## src/sv/bst_pkg.sv

```systemverilog
`default_nettype none

package bst_pkg;

    // Store geometry: the store is organized as 64-bit words of eight bytes
    localparam int WORD_BITS  = 64;
    localparam int WORD_BYTES = 8;
    localparam int WORD_SH    = 6;
    localparam int BYTE_SH    = 3;

    // Field widths fixed by the interface
    localparam int CMD_W   = 3;
    localparam int INDEX_W = 10;
    localparam int COUNT_W = 11;

    // Defaults
    localparam int DEF_MAX_BITS   = 1024;
    localparam int RESET_BIT_CNT  = 1024;

    // Command codes
    typedef enum logic [CMD_W-1:0] {
        CMD_READ      = 3'd0,
        CMD_SET       = 3'd1,
        CMD_CLEAR     = 3'd2,
        CMD_SET_ALL   = 3'd3,
        CMD_CLEAR_ALL = 3'd4,
        CMD_FIND      = 3'd5
    } cmd_code_t;

    // Controller states
    typedef enum logic [2:0] {
        ST_WIPE,
        ST_IDLE,
        ST_ACCESS,
        ST_FILL,
        ST_SCAN,
        ST_EMIT
    } state_t;

    typedef struct packed {
        logic [CMD_W-1:0]   command;
        logic [INDEX_W-1:0] index;
    } cmd_item_t;

    typedef struct packed {
        logic               bit_value;
        logic               found;
        logic [INDEX_W-1:0] found_index;
    } res_item_t;

    // Write port control of the word store
    typedef struct packed {
        logic                  en;
        logic [WORD_BYTES-1:0] be;
        logic [WORD_BITS-1:0]  data;
    } store_wr_t;

    // Position of the lowest set bit of a word; zero for an empty word
    function automatic logic [WORD_SH-1:0] lowest_set(input logic [WORD_BITS-1:0] v);
        logic [WORD_SH-1:0] pos;
        pos = '0;
        for (int i = WORD_BITS - 1; i >= 0; i--) begin
            if (v[i]) begin
                pos = WORD_SH'(i);
            end
        end
        return pos;
    endfunction

endpackage

`default_nettype wire

```

## src/sv/bitmap_slot_tracker.sv

```systemverilog
// bitmap_slot_tracker: bit store with single-bit access, bulk set/clear and
// a find-first-set search.
// Command channel (cmd_valid/cmd_ready/cmd) takes one item: a command and an
// index. Result channel (res_valid/res_ready/res) returns exactly one item per
// command, in order. cfg_wr_en/cfg_wr_data write the bit count; the user must
// do so only while the block is idle (not enforced); values above MAX_BITS
// are saturated. The store is a memory of 64-bit words with a registered read.
// Items are handled one at a time; steps from accept to result ready:
//   read/set/clear: read word, modify/write back, load result
//   set all/clear all: one word written per cycle over the covered words
//   find: one word scanned per cycle, stopping at the first hit
//   at or past the start byte.
// Unused commands and out-of-range read/set/clear indexes skip the store.
// After reset the store is wiped one word per cycle, and cmd_ready stays
// low until the wipe ends.
// The result sits in an output register; a new item is accepted while it
// waits. When the receiver stalls, a finished item holds in the controller
// until the output register frees up, and no further item is accepted.
`default_nettype none

module bitmap_slot_tracker #(
    parameter int MAX_BITS = bst_pkg::DEF_MAX_BITS
) (
    input  wire logic                        clk,
    input  wire logic                        rst_n,
    input  wire logic                        cmd_valid,
    output logic                             cmd_ready,
    input  wire bst_pkg::cmd_item_t          cmd,
    output logic                             res_valid,
    input  wire logic                        res_ready,
    output bst_pkg::res_item_t               res,
    input  wire logic                        cfg_wr_en,
    input  wire logic [bst_pkg::COUNT_W-1:0] cfg_wr_data
);
    import bst_pkg::*;

    localparam int WORDS = (MAX_BITS + WORD_BITS - 1) / WORD_BITS;
    localparam int AW    = (WORDS > 1) ? $clog2(WORDS) : 1;
    localparam int CW    = $clog2(MAX_BITS + 1);
    localparam int SW    = CW + 7;
    localparam int BW    = AW + BYTE_SH;
    localparam int RESET_N = (MAX_BITS < RESET_BIT_CNT) ? MAX_BITS : RESET_BIT_CNT;

    state_t              state_reg, state_next;
    logic [CW-1:0]       n_reg, n_next;
    logic [CMD_W-1:0]    cmd_reg, cmd_next;
    logic [INDEX_W-1:0]  idx_reg, idx_next;
    logic [BW-1:0]       sb_reg, sb_next;
    logic [AW:0]         addr_reg, addr_next;
    logic                bit_reg, bit_next;
    logic                found_reg, found_next;
    logic [INDEX_W-1:0]  fidx_reg, fidx_next;
    logic                res_valid_reg, res_valid_next;
    res_item_t           res_reg, res_next;

    store_wr_t            wr;
    logic [AW-1:0]        wr_addr;
    logic                 rd_en;
    logic [AW-1:0]        rd_addr;
    logic [WORD_BITS-1:0] rd_data;

    logic [SW-1:0]        n_ext;
    logic [AW:0]          cov_words;
    logic [AW:0]          cov_last;
    logic [BW:0]          nbytes;
    logic [WORD_BYTES-1:0] be_last;
    logic                 accept;
    logic                 idx_inside;
    logic                 start_ok;
    logic                 at_last;
    logic [AW:0]          thr_word;
    logic [WORD_BITS-1:0] lim_mask;
    logic [WORD_BITS-1:0] ge_mask;
    logic [WORD_BITS-1:0] hit_any;
    logic [WORD_BITS-1:0] hit_ge;
    logic [WORD_BITS-1:0] mod_word;

    bst_store #(
        .WORDS (WORDS),
        .AW    (AW)
    ) u_store (
        .clk     (clk),
        .wr      (wr),
        .wr_addr (wr_addr),
        .rd_en   (rd_en),
        .rd_addr (rd_addr),
        .rd_data (rd_data)
    );

    // Derive coverage from the bit count
    assign n_ext     = SW'(n_reg);
    assign cov_words = (AW+1)'((n_ext + SW'(WORD_BITS - 1)) >> WORD_SH);
    assign cov_last  = cov_words - (AW+1)'(1);
    assign nbytes    = (BW+1)'((n_ext + SW'(7)) >> BYTE_SH);
    assign be_last   = (nbytes[2:0] == 3'd0) ? '1 : ~({WORD_BYTES{1'b1}} << nbytes[2:0]);
    assign at_last   = (addr_reg == cov_last);

    // Decode the incoming index
    assign cmd_ready  = (state_reg == ST_IDLE);
    assign accept     = cmd_valid && cmd_ready;
    assign idx_inside = (32'(cmd.index) < 32'(MAX_BITS));
    assign start_ok   = idx_inside && (32'(cmd.index[INDEX_W-1:BYTE_SH]) < 32'(nbytes));

    // Masks for the word under scan
    assign thr_word = (AW+1)'(sb_reg[BW-1:BYTE_SH]);
    assign lim_mask = (!at_last || n_ext[WORD_SH-1:0] == '0) ? '1
                    : ~({WORD_BITS{1'b1}} << n_ext[WORD_SH-1:0]);
    always_comb
    begin
        if (addr_reg > thr_word)
        begin
            ge_mask = '1;
        end
        else if (addr_reg == thr_word)
        begin
            ge_mask = {WORD_BITS{1'b1}} << {sb_reg[BYTE_SH-1:0], 3'b000};
        end
        else
        begin
            ge_mask = '0;
        end
    end
    assign hit_any = rd_data & lim_mask;
    assign hit_ge  = hit_any & ge_mask;

    // Single-bit modify of the fetched word
    always_comb
    begin
        mod_word = rd_data;
        mod_word[idx_reg[WORD_SH-1:0]] = (cmd_reg == CMD_SET);
    end

    // Controller: next state, store access and result capture
    always_comb
    begin
        state_next     = state_reg;
        n_next         = n_reg;
        cmd_next       = cmd_reg;
        idx_next       = idx_reg;
        sb_next        = sb_reg;
        addr_next      = addr_reg;
        bit_next       = bit_reg;
        found_next     = found_reg;
        fidx_next      = fidx_reg;
        res_valid_next = res_valid_reg && !res_ready;
        res_next       = res_reg;
        wr             = '0;
        wr_addr        = addr_reg[AW-1:0];
        rd_en          = 1'b0;
        rd_addr        = addr_reg[AW-1:0];

        // Saturate the configured count
        if (cfg_wr_en)
        begin
            n_next = (32'(cfg_wr_data) > 32'(MAX_BITS)) ? CW'(MAX_BITS) : CW'(cfg_wr_data);
        end

        case (state_reg)
            ST_WIPE:
            begin
                wr.en     = 1'b1;
                wr.be     = '1;
                wr.data   = '0;
                addr_next = addr_reg + (AW+1)'(1);
                if (addr_reg == (AW+1)'(WORDS - 1))
                begin
                    addr_next  = '0;
                    state_next = ST_IDLE;
                end
            end

            ST_IDLE:
            begin
                if (accept)
                begin
                    cmd_next   = cmd.command;
                    idx_next   = cmd.index;
                    bit_next   = 1'b0;
                    found_next = 1'b0;
                    fidx_next  = '0;
                    addr_next  = '0;
                    sb_next    = start_ok ? BW'(cmd.index[INDEX_W-1:BYTE_SH]) : '0;
                    state_next = ST_EMIT;
                    if (cmd.command == CMD_READ || cmd.command == CMD_SET
                        || cmd.command == CMD_CLEAR)
                    begin
                        if (idx_inside)
                        begin
                            rd_en      = 1'b1;
                            rd_addr    = AW'(cmd.index[INDEX_W-1:WORD_SH]);
                            state_next = ST_ACCESS;
                        end
                    end
                    else if (cmd.command == CMD_SET_ALL || cmd.command == CMD_CLEAR_ALL)
                    begin
                        if (cov_words != '0)
                        begin
                            state_next = ST_FILL;
                        end
                    end
                    else if (cmd.command == CMD_FIND)
                    begin
                        if (cov_words != '0)
                        begin
                            rd_en      = 1'b1;
                            rd_addr    = '0;
                            state_next = ST_SCAN;
                        end
                    end
                end
            end

            ST_ACCESS:
            begin
                // Read returns the bit; set and clear write the word back
                wr_addr = AW'(idx_reg[INDEX_W-1:WORD_SH]);
                if (cmd_reg == CMD_READ)
                begin
                    bit_next = rd_data[idx_reg[WORD_SH-1:0]];
                end
                else
                begin
                    wr.en   = 1'b1;
                    wr.be   = '1;
                    wr.data = mod_word;
                end
                state_next = ST_EMIT;
            end

            ST_FILL:
            begin
                wr.en     = 1'b1;
                wr.be     = at_last ? be_last : '1;
                wr.data   = (cmd_reg == CMD_SET_ALL) ? '1 : '0;
                addr_next = addr_reg + (AW+1)'(1);
                if (at_last)
                begin
                    state_next = ST_EMIT;
                end
            end

            ST_SCAN:
            begin
                // Fetch the next word while checking this one
                if (!at_last)
                begin
                    rd_en   = 1'b1;
                    rd_addr = AW'(addr_reg + (AW+1)'(1));
                end
                addr_next = addr_reg + (AW+1)'(1);
                if (hit_ge != '0)
                begin
                    found_next = 1'b1;
                    fidx_next  = INDEX_W'({addr_reg[AW-1:0], lowest_set(hit_ge)});
                    state_next = ST_EMIT;
                end
                else
                begin
                    // Keep the lowest hit for the wrapped part of the search
                    if (hit_any != '0 && !found_reg)
                    begin
                        found_next = 1'b1;
                        fidx_next  = INDEX_W'({addr_reg[AW-1:0], lowest_set(hit_any)});
                    end
                    if (at_last)
                    begin
                        state_next = ST_EMIT;
                    end
                end
            end

            ST_EMIT:
            begin
                if (!res_valid_reg || res_ready)
                begin
                    res_valid_next        = 1'b1;
                    res_next.bit_value    = bit_reg;
                    res_next.found        = found_reg;
                    res_next.found_index  = fidx_reg;
                    state_next            = ST_IDLE;
                end
            end

            default:
            begin
                state_next = ST_IDLE;
            end
        endcase
    end

    // Control state
    always_ff @(posedge clk or negedge rst_n)
    begin
        if (!rst_n)
        begin
            state_reg     <= ST_WIPE;
            n_reg         <= CW'(RESET_N);
            addr_reg      <= '0;
            res_valid_reg <= 1'b0;
        end
        else
        begin
            state_reg     <= state_next;
            n_reg         <= n_next;
            addr_reg      <= addr_next;
            res_valid_reg <= res_valid_next;
        end
    end

    // Item payload
    always_ff @(posedge clk)
    begin
        cmd_reg   <= cmd_next;
        idx_reg   <= idx_next;
        sb_reg    <= sb_next;
        bit_reg   <= bit_next;
        found_reg <= found_next;
        fidx_reg  <= fidx_next;
        res_reg   <= res_next;
    end

    assign res_valid = res_valid_reg;
    assign res       = res_reg;

endmodule

`default_nettype wire

```

## src/sv/bst_store.sv

```systemverilog
`default_nettype none

module bst_store #(
    parameter int WORDS = 16,
    parameter int AW    = 4
) (
    input  wire logic                          clk,
    input  wire bst_pkg::store_wr_t            wr,
    input  wire logic [AW-1:0]                 wr_addr,
    input  wire logic                          rd_en,
    input  wire logic [AW-1:0]                 rd_addr,
    output logic [bst_pkg::WORD_BITS-1:0]      rd_data
);
    import bst_pkg::*;

    logic [WORD_BITS-1:0] mem [WORDS];

    // Write enabled bytes of one word
    always_ff @(posedge clk)
    begin
        if (wr.en)
        begin
            for (int b = 0; b < WORD_BYTES; b++)
            begin
                if (wr.be[b])
                begin
                    mem[wr_addr][b*8 +: 8] <= wr.data[b*8 +: 8];
                end
            end
        end
    end

    // Registered read
    always_ff @(posedge clk)
    begin
        if (rd_en)
        begin
            rd_data <= mem[rd_addr];
        end
    end

endmodule

`default_nettype wire

```

## config.mk

```make
export PLATFORM = sky130hd
export DESIGN_NAME = bitmap_slot_tracker
export DESIGN_NICKNAME = d
export VERILOG_FILES = /design/src/sv/bst_pkg.sv /design/src/sv/bitmap_slot_tracker.sv /design/src/sv/bst_store.sv
export SDC_FILE = /design/constraint.sdc
export NUM_CORES = 2
export LEC_CHECK = 0
export BUFFER_PORTS_ARGS = -buffer_cell sky130_fd_sc_hd__buf_2
export CAP_MARGIN = 20
export CORE_AREA = 2 2 292 294
export CTS_BUF_LIST = sky130_fd_sc_hd__clkbuf_8
export CTS_CLUSTER_DIAMETER = 50
export DETAILED_ROUTE_END_ITERATION = 10
export DIE_AREA = 0 0 294 296
export PLACE_DENSITY = 0.78
export SLEW_MARGIN = 30
export SYNTH_ARGS = -nofsm -noshare
export SYNTH_HDL_FRONTEND = slang
export SYNTH_HIERARCHICAL = 1
export SYNTH_SLANG_ARGS = --single-unit
```

## constraint.sdc

```tcl
create_clock -name clk -period 4.8 [get_ports clk]
set_input_delay 0.48 -clock clk [delete_from_list [all_inputs] [get_ports clk]]
set_output_delay 0.48 -clock clk [all_outputs]
set_load 0.05 [all_outputs]
```

==> qor.yml <==
clock_network:
  clock_path_buffers: 3
  postCtsSetupBuffers: 0
  clkTransAtPathRegs_ns: 0.07
  cts_tree: "built"
  root_buffer: "clkbuf_8"
  htreeDepth: 4
  cts-buffers-inserted: 174
  clk_latency_ns: 0.87
  clock_sinks: 1152
die:
  fp.dieW_um: 294
  dieHeight_um: 296
  die-area_um2: 87020
  start_util_pct: 58.34
  core-area_um2: 84210
  rows: 107
  ios: 43
sta:
  period_minus_slack_ns: 4.600
  fmax_mhz: 217.4
  setup_viol: 0
  hold_viol: 0
  period_share_pct: 95.84
  slew_viol_final: 0
  slew_headroom_pct: 26.33
  rsz0062_at_grt: "false"
  fin_ws_ns: 0.1995
  skew_ns: 0.04988
  fin_hold_ws_ns: 0.07222
  tightestPinTransition_ns: 1.102
drt:
  top_layer_used: "met5"
  ant_nets: 0
  drt-total-wl_um: 135500
  wl_met2_um: 62860
  drt_pass1_iterations: 6
  wl_met1_um: 52670
  wl_per_cell_um: 30.50
  num_vias: 29790
  drc: 0
  avgViaCountPerCell: 6.704
  met3WireLength_um: 16050
  first_iter_violations: 3959
synthesis:
  synth_area_per_cell_um2: 16.78
  synth_seq_area_share_pct: 70.21
  synthFlopType: "edfxtp_1"
  syn_inst: 2927
  syn_area_um2: 49130
  muxShareOfSynthArea_pct: 13.07
  syn_nets: 2971
  yosys.area_share.simple_pct: 6.161
  synthAdderAreaFrac_pct: 0.4024
  synth_top_family_by_area: "multiplexers"
  yosysWarnings: 6
  async_flop_share_pct: 1.736
  synth-compound-area-share_pct: 7.989
  yosys_register_bits: 1152
  synth_xor_area_share_pct: 0.2139
  synth_edf_count: 1132
  yosysUniqueCellTypes: 91
critical_path:
  start_kind: "flip-flop"
  crit_buf_inv: 0
  required_ns: 5.25
  reg2reg_from: "n_reg[1]"
  slowest_stage: "nor2_1"
  crit_type: "reg -> reg"
  critical_path.cell_chain: "or4_4 > o2111ai_1 > and4_2 > or3_1 > and2_1 > a21oi_1 > o21a_1 > nand2_1 > nand2_1 > nor2_1"
  setup.worst_path.start: "n_reg[1]"
  cpLargestDelayFamily: "simple AND/OR/NAND/NOR gates"
  crit_arrival_ns: 5.05
  max_stage_delay_ns: 0.90
  crit_path_end_kind: "flip-flop"
  path_common_cell: "nand2_1"
  crit_fanout: 19
global_route:
  grt_overflow: 0
  grt_pass1_vias: 29740
  gr-usage-all-layers_pct: 31.50
  antenna_found_initial: 3
  grt_pass1_wl_um: 196100
  grt_max_degree: 66
outcome:
  outcome: "complete, no violations"
power_and_ir_drop:
  leakagePower_nw: 18.16
  p_per_area_nw_per_um2: 582.4
  ir_drop_uv: 414.9
  total_power_mw: 32.26
job:
  maxCapViolations: 0
placed_design:
  gp_congestion: 0.9751
  place_hpwl_um: 91080
  dp_cells: 4080
  pre_cts_ws_ns: 0.2634
  port_buffers: 42
min_path:
  hold_start: "cmd_valid"
  hold_path.class: "in -> reg"
finish:
  final_cells: 4443
  largest_reg_flops: 1024
  nNetsFinal: 3252
  drive_above_1_share_pct: 23.65
  syn_to_final_growth_pct: 12.75
  fin_util_pct: 65.78
[layout by cell type, fill, tap and decap left out, drive strengths merged, types with 9 or more instances in the layout]
master and instances:
o31ai 13, o21a 12, nor2b 16, nand4 9, or3 10, o41ai 20, nand3 40, and2 26
or2 10, nand2 209, ha 15, o21ai 153, buf 232, edfxtp 1132, dfrtp 19, xnor2 9
mux4 256, mux2i 61, and3 14, o22ai 10, o211ai 11, nand2b 10, a221oi 12, clkbuf 176
clkinv 64, nor3b 9, nor3 14, inv 106, nand3b 13, a21boi 12, a31oi 16, a21oi 61
nor2 249, dlygate4sd3 42, a22oi 154, a21o 12
[logic make-up (layout without fill, tap and decap cells)]
group / after synthesis / count (layout)
muxes: 321 / 321
and+or+nand+nor: 655 / 655
buffers and inverters: 209 / 631
other: 0 / 4
AOI/OAI and AO/OA: 562 / 562
adders and majority gates: 16 / 16
xor gates and xnor gates: 12 / 12
DFF: 1152 / 1152
[cell type report]
type | instances | area [µm²]
clock inverters | 141 | 853.3
multi-input cells | 1566 | 13860
diodes | 4 | 10.01
repair buffers | 274 | 2232
flip-flops and latches | 1152 | 34490
clock buffers | 176 | 2422
fillers | 5443 | 28820
inverters | 40 | 153.9
well taps | 1090 | 1364
[per-stage QoR]
step	setup TNS, ns	area [µm²]
detailed placement	0	51610
finish	0	55390
global placement	0	51580
CTS	0	55310
floorplan	-6.832	49310
global route	0	55390
[per-layer routing]
layer  up-vias  GRT usage [%]
met5         -              0
met4         2          10.80
met3       260          8.904
met2      1940          48.25
met1     15130          44.10
li1      12450              -
[tightest hold or removal path, delay by kind of cell]
family,cells,cell delay (ns)
buffers and inverters,1,0.12
and+or+nand+nor,2,0.20
[worst paths after layout]
check,to,depth (start not counted),slack [ns]
worst max-delay path,u_store/mem[7][37],10,0.20
worst min-delay path,bit_reg,3,0.07
worst max register to register,u_store/mem[7][37],10,0.20
worst min register to register,res[6],0,0.42
max in group asynchronous,n_reg[10],2,4.34
min in group asynchronous,n_reg[9],2,0.10
[cell usage after synthesis (11+ instances only)]
master / instances / area, µm²
nor3_1: 12 / 60.06
a22oi_1: 154 / 1156
nand3b_1: 13 / 97.59
edfxtp_1: 1132 / 33990
nor2_1: 248 / 930.9
clkbuf_1: 110 / 412.9
buf_4: 20 / 150.1
o21ai_0: 148 / 740.7
mux4_2: 256 / 5766
ha_1: 15 / 187.7
a31oi_1: 16 / 100.1
nor2b_1: 16 / 100.1
nand2_1: 207 / 777.0
o31ai_1: 12 / 90.09
o21a_1: 12 / 90.09
a21boi_0: 12 / 90.09
nand3_1: 38 / 190.2
inv_1: 37 / 138.9
and3_1: 14 / 87.58
a21oi_1: 61 / 305.3
and2_1: 25 / 156.4
a221oi_1: 12 / 105.1
mux2i_1: 61 / 610.6
buf_2: 19 / 95.09
a21o_1: 12 / 90.09
dfrtp_1: 19 / 475.5
o211ai_1: 11 / 82.58
[timing repair]
item,in CTS,in global routing
endpoints found under the setup margin,0,11
endpoints found under the hold margin,52,0
resized for setup,0,4
hold buffers,42,0
[power breakdown]
group | total, mW | switching (mW) | internal (mW)
logic | 11.8 | 6.88 | 4.93
clock network | 7.58 | 3.79 | 3.79
registers | 12.9 | 0.688 | 12.2
total | 32.3 | 11.4 | 20.9
(Power assumes the default switching activity.)
